[src/rtl/assert_macros.svh]
// ----------------------------------------------------------------------------
// Assertion macros
// Shared concurrent assertion forms, clocked on clk and disabled in reset.
// ----------------------------------------------------------------------------
`ifndef ASSERT_MACROS_SVH
`define ASSERT_MACROS_SVH

// The consequent must hold in the same cycle as the antecedent.
`define CPM_ASSERT_IMPL(label, ante, cons, msg) \
	label: assert property (@(posedge clk) disable iff (!arst_n) (ante) |-> (cons)) \
		else $error(msg);

// The consequent must hold in the cycle after the antecedent.
`define CPM_ASSERT_NEXT(label, ante, cons, msg) \
	label: assert property (@(posedge clk) disable iff (!arst_n) (ante) |=> (cons)) \
		else $error(msg);

`endif

[src/rtl/cpm_pkg.sv]
// ----------------------------------------------------------------------------
// cpm_pkg
// Types, constants and constant dividers of the converter protection monitor.
// ----------------------------------------------------------------------------
package cpm_pkg;

	localparam int NUM_CHANNELS = 4;
	localparam int AC_CHANNELS  = 2;
	localparam int CHANNEL_W    = 2;
	localparam int DATA_W       = 16;
	localparam int DCV_W        = 13;
	localparam int CFG_INDEX_W  = 3;
	localparam int CFG_DATA_W   = 16;

	localparam logic [6:0]        RST_ENABLE_MASK       = 7'd0;
	localparam logic [DATA_W-1:0] RST_LOW_CURRENT_DELAY = 16'd200;
	localparam logic [DATA_W-1:0] RST_GRID_FAIL_LIMIT   = 16'd50;
	localparam logic [DATA_W-1:0] RST_GRID_LOW_LIMIT    = 16'd340;
	localparam logic [DATA_W-1:0] RST_GRID_HIGH_LIMIT   = 16'd420;
	localparam logic [DCV_W-1:0]  RST_DC_LOW_LIMIT      = 13'd20;
	localparam logic [DCV_W-1:0]  RST_DC_HIGH_LIMIT     = 13'd32;
	localparam logic [DCV_W-1:0]  RST_DC_OVER_LIMIT     = 13'd40;

	// Bit positions in the enable mask.
	localparam int MASK_LOW_CURRENT = 0;
	localparam int MASK_GRID_FAIL   = 1;
	localparam int MASK_GRID_LOW    = 2;
	localparam int MASK_GRID_HIGH   = 3;
	localparam int MASK_DC_LOW      = 4;
	localparam int MASK_DC_HIGH     = 5;
	localparam int MASK_DC_OVER     = 6;

	typedef enum logic [CFG_INDEX_W-1:0] {
		CFG_ENABLE_MASK       = 3'd0,
		CFG_LOW_CURRENT_DELAY = 3'd1,
		CFG_GRID_FAIL_LIMIT   = 3'd2,
		CFG_GRID_LOW_LIMIT    = 3'd3,
		CFG_GRID_HIGH_LIMIT   = 3'd4,
		CFG_DC_LOW_LIMIT      = 3'd5,
		CFG_DC_HIGH_LIMIT     = 3'd6,
		CFG_DC_OVER_LIMIT     = 3'd7
	} cfg_index_t;

	typedef enum logic [1:0] {
		FUNC_STOPPED = 2'd0,
		FUNC_RUN     = 2'd1,
		FUNC_ACK     = 2'd2
	} func_t;

	typedef enum logic [2:0] {
		FAULT_NONE        = 3'd0,
		FAULT_LOW_CURRENT = 3'd1,
		FAULT_GRID_FAIL   = 3'd2,
		FAULT_GRID_LOW    = 3'd3,
		FAULT_GRID_HIGH   = 3'd4,
		FAULT_DC_LOW      = 3'd5,
		FAULT_DC_HIGH     = 3'd6,
		FAULT_DC_OVER     = 3'd7
	} fault_code_t;

	typedef struct packed {
		logic [6:0]        enable_mask;
		logic [DATA_W-1:0] low_current_delay;
		logic [DATA_W-1:0] grid_fail_limit;
		logic [DATA_W-1:0] grid_low_limit;
		logic [DATA_W-1:0] grid_high_limit;
		logic [DCV_W-1:0]  dc_low_limit;
		logic [DCV_W-1:0]  dc_high_limit;
		logic [DCV_W-1:0]  dc_over_limit;
	} cfg_t;

	typedef struct packed {
		logic [1:0]           func;
		logic [CHANNEL_W-1:0] channel;
		logic [DATA_W-1:0]    volt_a;
		logic [DATA_W-1:0]    volt_b;
		logic [DATA_W-1:0]    volt_c;
		logic [DATA_W-1:0]    cur_a;
		logic [DATA_W-1:0]    cur_b;
		logic [DATA_W-1:0]    cur_c;
		logic [DATA_W-1:0]    freq_raw;
		logic [DATA_W-1:0]    grid_a;
		logic [DATA_W-1:0]    grid_b;
		logic [DATA_W-1:0]    grid_c;
	} item_t;

	typedef struct packed {
		logic [1:0]           func;
		logic [CHANNEL_W-1:0] channel;
		logic [DATA_W-1:0]    cur_a;
		logic [DCV_W-1:0]     volt_a10;
		logic [14:0]          volt_sum;
		logic [DATA_W-1:0]    cur_mean;
		logic [DCV_W-1:0]     freq10;
		logic                 grid_fail;
		logic                 grid_low;
		logic                 grid_high;
	} pre_t;

	typedef struct packed {
		logic [CHANNEL_W-1:0] out_channel;
		logic [DATA_W-1:0]    volt_avg;
		logic [DATA_W-1:0]    cur_avg;
		logic [DCV_W-1:0]     freq_avg;
		logic [DATA_W-1:0]    cur_peak;
		logic                 fault_latched;
		logic [2:0]           fault_code;
		logic                 stop_request;
	} res_t;

	// x / 10 for 16-bit x: multiply by ceil(2^19 / 10) and shift.
	function automatic logic [DCV_W-1:0] div10_u16(input logic [15:0] x);
		logic [31:0] p;
		p = 32'(x) * 32'(17'd52429);
		return p[31:19];
	endfunction

	// x / 3 for 18-bit x: multiply by ceil(2^19 / 3) and shift.
	function automatic logic [15:0] div3_u18(input logic [17:0] x);
		logic [35:0] p;
		p = 36'(x) * 36'(18'd174763);
		return p[34:19];
	endfunction

	// x / 3 for x up to 19659: multiply by ceil(2^16 / 3) and shift.
	function automatic logic [DCV_W-1:0] div3_u15(input logic [14:0] x);
		logic [29:0] p;
		p = 30'(x) * 30'(15'd21846);
		return p[28:16];
	endfunction

	function automatic logic [15:0] avg16(input logic [15:0] a, input logic [15:0] b);
		logic [16:0] s;
		s = {1'b0, a} + {1'b0, b};
		return s[16:1];
	endfunction

	function automatic logic [DCV_W-1:0] avg13(input logic [DCV_W-1:0] a,
		input logic [DCV_W-1:0] b);
		logic [DCV_W:0] s;
		s = {1'b0, a} + {1'b0, b};
		return s[DCV_W:1];
	endfunction

endpackage

[src/rtl/converter_protection_monitor.sv]
// ----------------------------------------------------------------------------
// converter_protection_monitor
// Protection monitor for AC and DC power converters with running averages.
// ----------------------------------------------------------------------------
// Each input word carries one converter channel's telemetry and the metered
// grid voltages; func selects a stopped sample, a running sample or a fault
// acknowledge. Channels 0 and 1 are AC, higher channels are DC. Every word
// gives exactly one result word with the channel's averages, peak current,
// fault latch, fault code and a stop request pulse for a newly set fault.
// Both channels use valid/ready; the configuration port is a plain write
// port and must only be written while the monitor is idle.
// The path is three registers deep: input register, prescale stage and the
// update stage with its result register, which each word passes in that order.
// One word per cycle is sustained while the receiver does not stall; the
// figure is set by the read-modify-write of the channel state.
// When the receiver stalls, the result is held and words behind it fill the
// empty stages before in_ready falls. Reset clears all channel state, the
// pipeline valids and loads the default limits.
// ----------------------------------------------------------------------------
`include "assert_macros.svh"

module converter_protection_monitor #(
	parameter int NUM_CHANNELS = cpm_pkg::NUM_CHANNELS
) (
	input  logic                              clk,
	input  logic                              arst_n,
	input  logic                              cfg_we,
	input  logic [cpm_pkg::CFG_INDEX_W-1:0]   cfg_index,
	input  logic [cpm_pkg::CFG_DATA_W-1:0]    cfg_data,
	input  logic                              in_valid,
	output logic                              in_ready,
	input  logic [1:0]                        func,
	input  logic [cpm_pkg::CHANNEL_W-1:0]     channel,
	input  logic [cpm_pkg::DATA_W-1:0]        volt_a,
	input  logic [cpm_pkg::DATA_W-1:0]        volt_b,
	input  logic [cpm_pkg::DATA_W-1:0]        volt_c,
	input  logic [cpm_pkg::DATA_W-1:0]        cur_a,
	input  logic [cpm_pkg::DATA_W-1:0]        cur_b,
	input  logic [cpm_pkg::DATA_W-1:0]        cur_c,
	input  logic [cpm_pkg::DATA_W-1:0]        freq_raw,
	input  logic [cpm_pkg::DATA_W-1:0]        grid_a,
	input  logic [cpm_pkg::DATA_W-1:0]        grid_b,
	input  logic [cpm_pkg::DATA_W-1:0]        grid_c,
	output logic                              out_valid,
	input  logic                              out_ready,
	output logic [cpm_pkg::CHANNEL_W-1:0]     out_channel,
	output logic [cpm_pkg::DATA_W-1:0]        volt_avg,
	output logic [cpm_pkg::DATA_W-1:0]        cur_avg,
	output logic [cpm_pkg::DCV_W-1:0]         freq_avg,
	output logic [cpm_pkg::DATA_W-1:0]        cur_peak,
	output logic                              fault_latched,
	output logic [2:0]                        fault_code,
	output logic                              stop_request
);

	cpm_pkg::cfg_t  cfg;
	cpm_pkg::item_t item_s1;
	cpm_pkg::pre_t  pre_s2;
	cpm_pkg::res_t  res;
	logic           valid_s1;
	logic           valid_s2;
	logic           pre_ready;
	logic           adv;

	assign in_ready = !valid_s1 || pre_ready;

	always_ff @(posedge clk or negedge arst_n) begin
		if (!arst_n) begin
			valid_s1 <= 1'b0;
		end else if (in_ready) begin
			valid_s1 <= in_valid;
		end
	end

	always_ff @(posedge clk) begin
		if (in_ready && in_valid) begin
			item_s1 <= '{func: func, channel: channel, volt_a: volt_a, volt_b: volt_b,
				volt_c: volt_c, cur_a: cur_a, cur_b: cur_b, cur_c: cur_c,
				freq_raw: freq_raw, grid_a: grid_a, grid_b: grid_b, grid_c: grid_c};
		end
	end

	cpm_cfg u_cfg (
		.clk       (clk),
		.arst_n    (arst_n),
		.cfg_we    (cfg_we),
		.cfg_index (cfg_index),
		.cfg_data  (cfg_data),
		.cfg       (cfg)
	);

	cpm_prescale u_prescale (
		.clk      (clk),
		.arst_n   (arst_n),
		.cfg      (cfg),
		.valid_s1 (valid_s1),
		.item_s1  (item_s1),
		.adv      (adv),
		.ready    (pre_ready),
		.valid_s2 (valid_s2),
		.pre_s2   (pre_s2)
	);

	cpm_update #(
		.NUM_CHANNELS (NUM_CHANNELS)
	) u_update (
		.clk       (clk),
		.arst_n    (arst_n),
		.cfg       (cfg),
		.valid_s2  (valid_s2),
		.pre_s2    (pre_s2),
		.out_ready (out_ready),
		.adv       (adv),
		.out_valid (out_valid),
		.res       (res)
	);

	assign out_channel   = res.out_channel;
	assign volt_avg      = res.volt_avg;
	assign cur_avg       = res.cur_avg;
	assign freq_avg      = res.freq_avg;
	assign cur_peak      = res.cur_peak;
	assign fault_latched = res.fault_latched;
	assign fault_code    = res.fault_code;
	assign stop_request  = res.stop_request;

	`CPM_ASSERT_IMPL(a_ready_when_drained, !out_valid, in_ready, "input stalled while the result register is empty")

endmodule

[src/rtl/cpm_cfg.sv]
// ----------------------------------------------------------------------------
// cpm_cfg
// Configuration register file, written through a plain write port.
// ----------------------------------------------------------------------------
module cpm_cfg (
	input  logic                               clk,
	input  logic                               arst_n,
	input  logic                               cfg_we,
	input  logic [cpm_pkg::CFG_INDEX_W-1:0]    cfg_index,
	input  logic [cpm_pkg::CFG_DATA_W-1:0]     cfg_data,
	output cpm_pkg::cfg_t                      cfg
);

	cpm_pkg::cfg_t cfg_q;

	always_ff @(posedge clk or negedge arst_n) begin
		if (!arst_n) begin
			cfg_q.enable_mask       <= cpm_pkg::RST_ENABLE_MASK;
			cfg_q.low_current_delay <= cpm_pkg::RST_LOW_CURRENT_DELAY;
			cfg_q.grid_fail_limit   <= cpm_pkg::RST_GRID_FAIL_LIMIT;
			cfg_q.grid_low_limit    <= cpm_pkg::RST_GRID_LOW_LIMIT;
			cfg_q.grid_high_limit   <= cpm_pkg::RST_GRID_HIGH_LIMIT;
			cfg_q.dc_low_limit      <= cpm_pkg::RST_DC_LOW_LIMIT;
			cfg_q.dc_high_limit     <= cpm_pkg::RST_DC_HIGH_LIMIT;
			cfg_q.dc_over_limit     <= cpm_pkg::RST_DC_OVER_LIMIT;
		end else if (cfg_we) begin
			case (cfg_index)
				cpm_pkg::CFG_ENABLE_MASK:       cfg_q.enable_mask       <= cfg_data[6:0];
				cpm_pkg::CFG_LOW_CURRENT_DELAY: cfg_q.low_current_delay <= cfg_data;
				cpm_pkg::CFG_GRID_FAIL_LIMIT:   cfg_q.grid_fail_limit   <= cfg_data;
				cpm_pkg::CFG_GRID_LOW_LIMIT:    cfg_q.grid_low_limit    <= cfg_data;
				cpm_pkg::CFG_GRID_HIGH_LIMIT:   cfg_q.grid_high_limit   <= cfg_data;
				cpm_pkg::CFG_DC_LOW_LIMIT:      cfg_q.dc_low_limit      <= cfg_data[12:0];
				cpm_pkg::CFG_DC_HIGH_LIMIT:     cfg_q.dc_high_limit     <= cfg_data[12:0];
				cpm_pkg::CFG_DC_OVER_LIMIT:     cfg_q.dc_over_limit     <= cfg_data[12:0];
				default: begin
				end
			endcase
		end
	end

	assign cfg = cfg_q;

endmodule

[src/rtl/cpm_prescale.sv]
// ----------------------------------------------------------------------------
// cpm_prescale
// Second pipeline stage: constant divisions, phase sums and grid limit tests.
// ----------------------------------------------------------------------------
module cpm_prescale (
	input  logic           clk,
	input  logic           arst_n,
	input  cpm_pkg::cfg_t  cfg,
	input  logic           valid_s1,
	input  cpm_pkg::item_t item_s1,
	input  logic           adv,
	output logic           ready,
	output logic           valid_s2,
	output cpm_pkg::pre_t  pre_s2
);

	cpm_pkg::pre_t           pre_d;
	logic [cpm_pkg::DCV_W-1:0] vb10;
	logic [cpm_pkg::DCV_W-1:0] vc10;
	logic [17:0]             cur_sum;
	logic                    valid_q;

	always_comb begin
		pre_d.func     = item_s1.func;
		pre_d.channel  = item_s1.channel;
		pre_d.cur_a    = item_s1.cur_a;
		pre_d.volt_a10 = cpm_pkg::div10_u16(item_s1.volt_a);
		vb10           = cpm_pkg::div10_u16(item_s1.volt_b);
		vc10           = cpm_pkg::div10_u16(item_s1.volt_c);
		pre_d.volt_sum = 15'(pre_d.volt_a10) + 15'(vb10) + 15'(vc10);
		cur_sum        = 18'(item_s1.cur_a) + 18'(item_s1.cur_b) + 18'(item_s1.cur_c);
		pre_d.cur_mean = cpm_pkg::div3_u18(cur_sum);
		pre_d.freq10   = cpm_pkg::div10_u16(item_s1.freq_raw);
		pre_d.grid_fail = (item_s1.grid_a < cfg.grid_fail_limit) ||
			(item_s1.grid_b < cfg.grid_fail_limit) ||
			(item_s1.grid_c < cfg.grid_fail_limit);
		pre_d.grid_low = (item_s1.grid_a < cfg.grid_low_limit) ||
			(item_s1.grid_b < cfg.grid_low_limit) ||
			(item_s1.grid_c < cfg.grid_low_limit);
		pre_d.grid_high = (item_s1.grid_a > cfg.grid_high_limit) ||
			(item_s1.grid_b > cfg.grid_high_limit) ||
			(item_s1.grid_c > cfg.grid_high_limit);
	end

	assign ready = !valid_q || adv;

	always_ff @(posedge clk or negedge arst_n) begin
		if (!arst_n) begin
			valid_q <= 1'b0;
		end else if (ready) begin
			valid_q <= valid_s1;
		end
	end

	always_ff @(posedge clk) begin
		if (ready && valid_s1) begin
			pre_s2 <= pre_d;
		end
	end

	assign valid_s2 = valid_q;

endmodule

[src/rtl/cpm_update.sv]
// ----------------------------------------------------------------------------
// cpm_update
// Final stage: per-channel state update, fault checks and result register.
// ----------------------------------------------------------------------------
`include "assert_macros.svh"

module cpm_update #(
	parameter int NUM_CHANNELS = cpm_pkg::NUM_CHANNELS
) (
	input  logic          clk,
	input  logic          arst_n,
	input  cpm_pkg::cfg_t cfg,
	input  logic          valid_s2,
	input  cpm_pkg::pre_t pre_s2,
	input  logic          out_ready,
	output logic          adv,
	output logic          out_valid,
	output cpm_pkg::res_t res
);

	localparam int CH_W  = $clog2(NUM_CHANNELS);
	localparam int IDX_W = (CH_W > cpm_pkg::CHANNEL_W) ? CH_W : cpm_pkg::CHANNEL_W;

	logic [cpm_pkg::DATA_W-1:0] volt_avg_q   [NUM_CHANNELS];
	logic [cpm_pkg::DATA_W-1:0] cur_avg_q    [NUM_CHANNELS];
	logic [cpm_pkg::DCV_W-1:0]  freq_avg_q   [NUM_CHANNELS];
	logic [cpm_pkg::DATA_W-1:0] cur_peak_q   [NUM_CHANNELS];
	logic [cpm_pkg::DATA_W-1:0] delay_q      [NUM_CHANNELS];
	logic                       flag_q       [NUM_CHANNELS];
	logic [2:0]                 number_q     [NUM_CHANNELS];

	logic [IDX_W-1:0]           ch_ext;
	logic [CH_W-1:0]            idx;
	logic                       in_range;
	logic                       commit;
	logic                       running;
	logic                       ack;
	logic                       is_dc;
	logic                       check;
	logic                       lc_hit;
	logic                       hit;
	logic [2:0]                 code;
	logic [cpm_pkg::DATA_W-1:0] dc_cur;
	logic [cpm_pkg::DATA_W-1:0] delay_old;
	logic [cpm_pkg::DATA_W-1:0] delay_inc;
	logic [cpm_pkg::DCV_W-1:0]  volt_mean;
	logic [cpm_pkg::DATA_W-1:0] volt_n;
	logic [cpm_pkg::DATA_W-1:0] cur_n;
	logic [cpm_pkg::DCV_W-1:0]  freq_n;
	logic [cpm_pkg::DATA_W-1:0] peak_n;
	logic [cpm_pkg::DATA_W-1:0] delay_n;
	logic                       flag_n;
	logic [2:0]                 number_n;
	cpm_pkg::res_t              res_d;
	cpm_pkg::res_t              res_q;
	logic                       out_valid_q;

	assign ch_ext   = IDX_W'(pre_s2.channel);
	assign idx      = ch_ext[CH_W-1:0];
	assign in_range = ({1'b0, ch_ext} < (IDX_W + 1)'(NUM_CHANNELS));
	assign adv      = !out_valid_q || out_ready;
	assign commit   = valid_s2 && adv && in_range;

	always_comb begin
		running   = (pre_s2.func == cpm_pkg::FUNC_RUN);
		ack       = (pre_s2.func == cpm_pkg::FUNC_ACK);
		is_dc     = (pre_s2.channel >= cpm_pkg::CHANNEL_W'(cpm_pkg::AC_CHANNELS));
		volt_mean = cpm_pkg::div3_u15(pre_s2.volt_sum);
		delay_old = delay_q[idx];

		volt_n = volt_avg_q[idx];
		cur_n  = cur_avg_q[idx];
		freq_n = freq_avg_q[idx];
		peak_n = cur_peak_q[idx];
		if (running) begin
			if (is_dc) begin
				volt_n = cpm_pkg::avg16(volt_avg_q[idx], 16'(pre_s2.volt_a10));
				cur_n  = cpm_pkg::avg16(cur_avg_q[idx], pre_s2.cur_a);
				if (pre_s2.cur_a > cur_peak_q[idx]) begin
					peak_n = pre_s2.cur_a;
				end
			end else begin
				volt_n = cpm_pkg::avg16(volt_avg_q[idx], 16'(volt_mean));
				cur_n  = cpm_pkg::avg16(cur_avg_q[idx], pre_s2.cur_mean);
				freq_n = cpm_pkg::avg13(freq_avg_q[idx], pre_s2.freq10);
			end
		end

		check     = running && !flag_q[idx];
		dc_cur    = is_dc ? pre_s2.cur_a : '0;
		delay_inc = (delay_old == '1) ? delay_old : delay_old + 16'd1;
		lc_hit    = cfg.enable_mask[cpm_pkg::MASK_LOW_CURRENT] &&
			(delay_old >= cfg.low_current_delay) && (dc_cur == '0);

		code = cpm_pkg::FAULT_NONE;
		if (lc_hit) begin
			code = cpm_pkg::FAULT_LOW_CURRENT;
		end
		if (cfg.enable_mask[cpm_pkg::MASK_GRID_FAIL] && pre_s2.grid_fail) begin
			code = cpm_pkg::FAULT_GRID_FAIL;
		end
		if (cfg.enable_mask[cpm_pkg::MASK_GRID_LOW] && pre_s2.grid_low) begin
			code = cpm_pkg::FAULT_GRID_LOW;
		end
		if (cfg.enable_mask[cpm_pkg::MASK_GRID_HIGH] && cfg.enable_mask[cpm_pkg::MASK_GRID_LOW] &&
			pre_s2.grid_high) begin
			code = cpm_pkg::FAULT_GRID_HIGH;
		end
		if (is_dc && cfg.enable_mask[cpm_pkg::MASK_DC_LOW] &&
			(pre_s2.volt_a10 < cfg.dc_low_limit)) begin
			code = cpm_pkg::FAULT_DC_LOW;
		end
		if (is_dc && cfg.enable_mask[cpm_pkg::MASK_DC_HIGH] &&
			(pre_s2.volt_a10 > cfg.dc_high_limit)) begin
			code = cpm_pkg::FAULT_DC_HIGH;
		end
		if (is_dc && cfg.enable_mask[cpm_pkg::MASK_DC_OVER] &&
			(pre_s2.volt_a10 > cfg.dc_over_limit)) begin
			code = cpm_pkg::FAULT_DC_OVER;
		end
		hit = check && (code != cpm_pkg::FAULT_NONE);

		if (!check) begin
			volt_n  = '0;
			cur_n   = '0;
			delay_n = '0;
		end else if (!cfg.enable_mask[cpm_pkg::MASK_LOW_CURRENT]) begin
			delay_n = delay_old;
		end else if (lc_hit) begin
			delay_n = cfg.low_current_delay;
		end else begin
			delay_n = delay_inc;
		end

		flag_n   = flag_q[idx];
		number_n = number_q[idx];
		if (hit) begin
			flag_n   = 1'b1;
			number_n = code;
		end else if (ack) begin
			flag_n   = 1'b0;
			number_n = cpm_pkg::FAULT_NONE;
		end

		res_d             = '0;
		res_d.out_channel = pre_s2.channel;
		if (in_range) begin
			res_d.volt_avg      = volt_n;
			res_d.cur_avg       = cur_n;
			res_d.freq_avg      = freq_n;
			res_d.cur_peak      = peak_n;
			res_d.fault_latched = flag_n;
			res_d.fault_code    = number_n;
			res_d.stop_request  = hit;
		end
	end

	always_ff @(posedge clk or negedge arst_n) begin
		if (!arst_n) begin
			for (int i = 0; i < NUM_CHANNELS; i++) begin
				volt_avg_q[i] <= '0;
				cur_avg_q[i]  <= '0;
				freq_avg_q[i] <= '0;
				cur_peak_q[i] <= '0;
				delay_q[i]    <= '0;
				flag_q[i]     <= 1'b0;
				number_q[i]   <= cpm_pkg::FAULT_NONE;
			end
		end else if (commit) begin
			volt_avg_q[idx] <= volt_n;
			cur_avg_q[idx]  <= cur_n;
			freq_avg_q[idx] <= freq_n;
			cur_peak_q[idx] <= peak_n;
			delay_q[idx]    <= delay_n;
			flag_q[idx]     <= flag_n;
			number_q[idx]   <= number_n;
		end
	end

	always_ff @(posedge clk or negedge arst_n) begin
		if (!arst_n) begin
			out_valid_q <= 1'b0;
		end else if (adv) begin
			out_valid_q <= valid_s2;
		end
	end

	always_ff @(posedge clk) begin
		if (adv && valid_s2) begin
			res_q <= res_d;
		end
	end

	assign out_valid = out_valid_q;
	assign res       = res_q;

	`CPM_ASSERT_IMPL(a_stop_has_code, out_valid_q && res_q.stop_request, res_q.fault_latched && (res_q.fault_code != cpm_pkg::FAULT_NONE), "stop request without a latched fault code")
	`CPM_ASSERT_IMPL(a_code_needs_latch, out_valid_q && !res_q.fault_latched, res_q.fault_code == cpm_pkg::FAULT_NONE, "fault code present without a latched fault")
	`CPM_ASSERT_NEXT(a_ack_clears_latch, commit && ack, !flag_q[$past(idx)], "acknowledge did not clear the fault latch")

endmodule

[config.mk]
export PLATFORM = sky130hd
export DESIGN_NAME = converter_protection_monitor
export DESIGN_NICKNAME = d
export VERILOG_FILES = /design/src/rtl/cpm_pkg.sv /design/src/rtl/converter_protection_monitor.sv /design/src/rtl/cpm_cfg.sv /design/src/rtl/cpm_prescale.sv /design/src/rtl/cpm_update.sv
export VERILOG_INCLUDE_DIRS = /design/src /design/src/rtl
export SDC_FILE = /design/constraint.sdc
export NUM_CORES = 2
export LEC_CHECK = 0
export ABC_AREA = 1
export ABC_CLOCK_PERIOD_IN_PS = 8300
export CAP_MARGIN = 15
export CORE_UTILIZATION = 55
export DETAILED_ROUTE_END_ITERATION = 10
export DONT_BUFFER_PORTS = 1
export GPL_TIMING_DRIVEN = 0
export PLACE_DENSITY = 0.73
export SLEW_MARGIN = 20
export SYNTH_ARGS = -nofsm -noshare
export SYNTH_HDL_FRONTEND = slang
export SYNTH_SLANG_ARGS = --single-unit
[constraint.sdc]
create_clock -name clk -period 8.3 [get_ports clk]
set_input_delay 0.83 -clock clk [delete_from_list [all_inputs] [get_ports clk]]
set_output_delay 0.83 -clock clk [all_outputs]
set_load 0.01 [all_outputs]
==> metrics <==
crit path launch type flop; Cell variety after synth 71; Row Count 127; Setup CP Type reg2reg; CTS Buf Count 83; FMAX 0.126 GHz; delay-heaviest family, CP adder cells; WL final 182 mm; crit path setup slack, layout 0.361 ns; Die ar. 122,000 um^2; DR vias 51,200; H-tree depth 3; Final Cycle Share 0.957; die height 350 um; DRT antenna net count 0; number of global-route vias before repair 51,200; Async SR Flop Fraction 0.583; top-count cell post-synth nand2_1; Initial Util 0.555; critical path buffer and inverter count 9; CP dominant cell by count inv_1; worst skew pair latency 0.70 ns; cell taking the most area after synthesis ha_1; Main synth FF type dfrtp_1; max-slew violations 0; Area contributors post-synth ha_1 20%, dfrtp_1 16%, fa_1 15%, edfxtp_1 14%, nand2_1 7.9%; Crit Path Max Fanout 5; die width 350 um; endpoints failing hold 217; Mapped Area 66,600 um^2; maxcap violations 0; WHS -0.159 ns; CTS root buf clkbuf_16; Worst Hold Class in2async; core area 120,000 um^2; Setup Skew 0.0461 ns; pre-CTS WS -1.31 ns; fraction of layout cells with a size suffix above 1 0.0581; Util after Layout 0.607; status finished, violations left; Reg2Reg Depth 41; GRT overflow 0; failing checks hold timing; WP data required 8.76 ns; minimum clock period 7.94 ns; Post-synth top cells 1,399 x nand2_1, 1,372 x inv_1, 1,070 x ha_1; TritonCTS clock tree done; CP Launch Point item_s1[131]; post-synth top area share 0.201; Reg clk slew, reported paths 0.07 ns; IO Port Bufs 0; post-synthesis sequential area ratio 0.305; r2r setup slk 0.36 ns; clk sink count 749; actual slew at the worst max-slew pin 1.04 ns; reg2reg start item_s1[131]; final setup fails 0; Syn Area/Cell 9.07 um^2; Gate Count Post-Synth 7,342; Setup crit end kind flop; All-Layer GR Usage 0.298; io pins 258; gpl congestion 0.981; #FFs+latches synth 749; initial antenna violation count 5; Final #Nets 9,246; Syn. warnings 0; Layout area overhead 9.38%; hpwl dp 147 mm; drt drc 0; Pre-Repair DR Iteration Count 6; largest net degree at the start of global routing 438; CTS Buffer Depth 3; critical path depth 41; Slowest-stage cell, CP edfxtp_1; end of the critical path u_prescale.pre_s2[45]; FF-to-FF End u_prescale.pre_s2[45]; Max-Slew Margin vs Limit 0.304; Synth Net Count 9,094; crit path DAT 8.40 ns; WL/cell 19.8 um; global-route wire length before repair 282 mm; DRT iter0 DRCs 4,164; slowest stage delay, CP 0.54 ns; Vias/cell 5.57; EDFF count, synth 312
==> routing by layer <==
| metal | vias to the layer above | routed length, um | track usage | part of all wire |
|---|---|---|---|---|
| met1 | 24800 | 76700 | 0.390 | 0.42 |
| met4 | 6 | 7170 | 0.108 | 0.039 |
| li1 | 24300 | - | - | - |
| met2 | 1737 | 84900 | 0.493 | 0.47 |
| met3 | 382 | 13000 | 0.0549 | 0.072 |
| met5 | - | 54 | 0 | 0.00030 |
==> area by class of cell <==
class,instances,area (um^2)
clock buffers,121,2470
fillers,10300,47100
multi-input cells,5020,41000
well taps,1612,2020
diodes,6,15.0
inverters,1384,5210
clock inverters,31,383
repair buffers,70,598
plain buffers,186,779
flip-flops and latches,749,20300
==> registers in the layout, indices dropped and copies added, names as in the netlist <==
register / cells
item_s1: 164
u_cfg.cfg: 110
u_prescale.pre_s2: 80
u_prescale.valid_s2: 1
u_update.cur_avg_q: 64
u_update.cur_peak_q: 64
u_update.delay_q: 64
u_update.flag_q: 4
u_update.freq_avg_q: 52
u_update.number_q: 12
u_update.out_valid: 1
u_update.res: 68
u_update.volt_avg_q: 64
valid_s1: 1
==> cells in the final DEF, fill, tap and decap left out, drive strengths merged, types with 10 or more instances in the layout <==
| cell | n |
|---|---|
| a21boi | 15 |
| ha | 1070 |
| a31oi | 22 |
| a21o | 32 |
| a211oi | 10 |
| o21bai | 27 |
| o22ai | 64 |
| nor3 | 54 |
| fa | 494 |
| a22oi | 21 |
| clkinv | 20 |
| clkbuf | 280 |
| edfxtp | 312 |
| buf | 97 |
| o21ai | 444 |
| nand3 | 250 |
| o21a | 32 |
| or2 | 21 |
| xor2 | 108 |
| nand2 | 1409 |
| a221oi | 29 |
| o211ai | 22 |
| a21oi | 372 |
| dfrtp | 418 |
| inv | 1388 |
| nand3b | 14 |
| xnor2 | 59 |
| nor2 | 317 |
| a22o | 18 |
| nand4 | 62 |
| nor4 | 13 |
| dfstp | 19 |
==> logic make-up after synthesis <==
kind of cell	synth area share
AOI/OAI and AO/OA	0.0978
xor gates and xnor gates	0.0220
adders and majority gates	0.350
buffers and inverters	0.0900
DFF	0.305
and+or+nand+nor	0.135
==> how the worst min path moves through the flow <==
stage / from / end / slack (ns) / cells after the start
floorplan: item_s1[160] / u_prescale.pre_s2[76] / 0.40 / 0
global placement: item_s1[161] / u_prescale.pre_s2[77] / 0.43 / 0
detailed placement: item_s1[160] / u_prescale.pre_s2[76] / 0.41 / 0
CTS: arst_n / u_cfg.cfg[60] / -0.19 / 0
global route: arst_n / u_cfg.cfg[80] / -0.19 / 0
finish: arst_n / u_cfg.cfg[66] / -0.16 / 0
==> stage by stage <==
step	area (um^2)	cells	TNS, ns	hold slack (ns)
finish	72800	9179	0	-0.159
global route	72800	9173	-0.357	-0.192
CTS	71800	9119	0	-0.189
detailed placement	68700	8958	-17.94	0.408
global placement	68600	8954	-16.47	0.429
floorplan	66600	7342	0	0.400
==> repair_timing <==
action                                  CTS  global route
endpoints found under the setup margin   19            29
resized for setup                        45           115
endpoints found under the hold margin   418           423
setup buffers                            11            55
pin swaps                                11            32
Power is not shown: default switching activity piles up to over one toggle a cycle in this logic, so the estimate is an artifact.
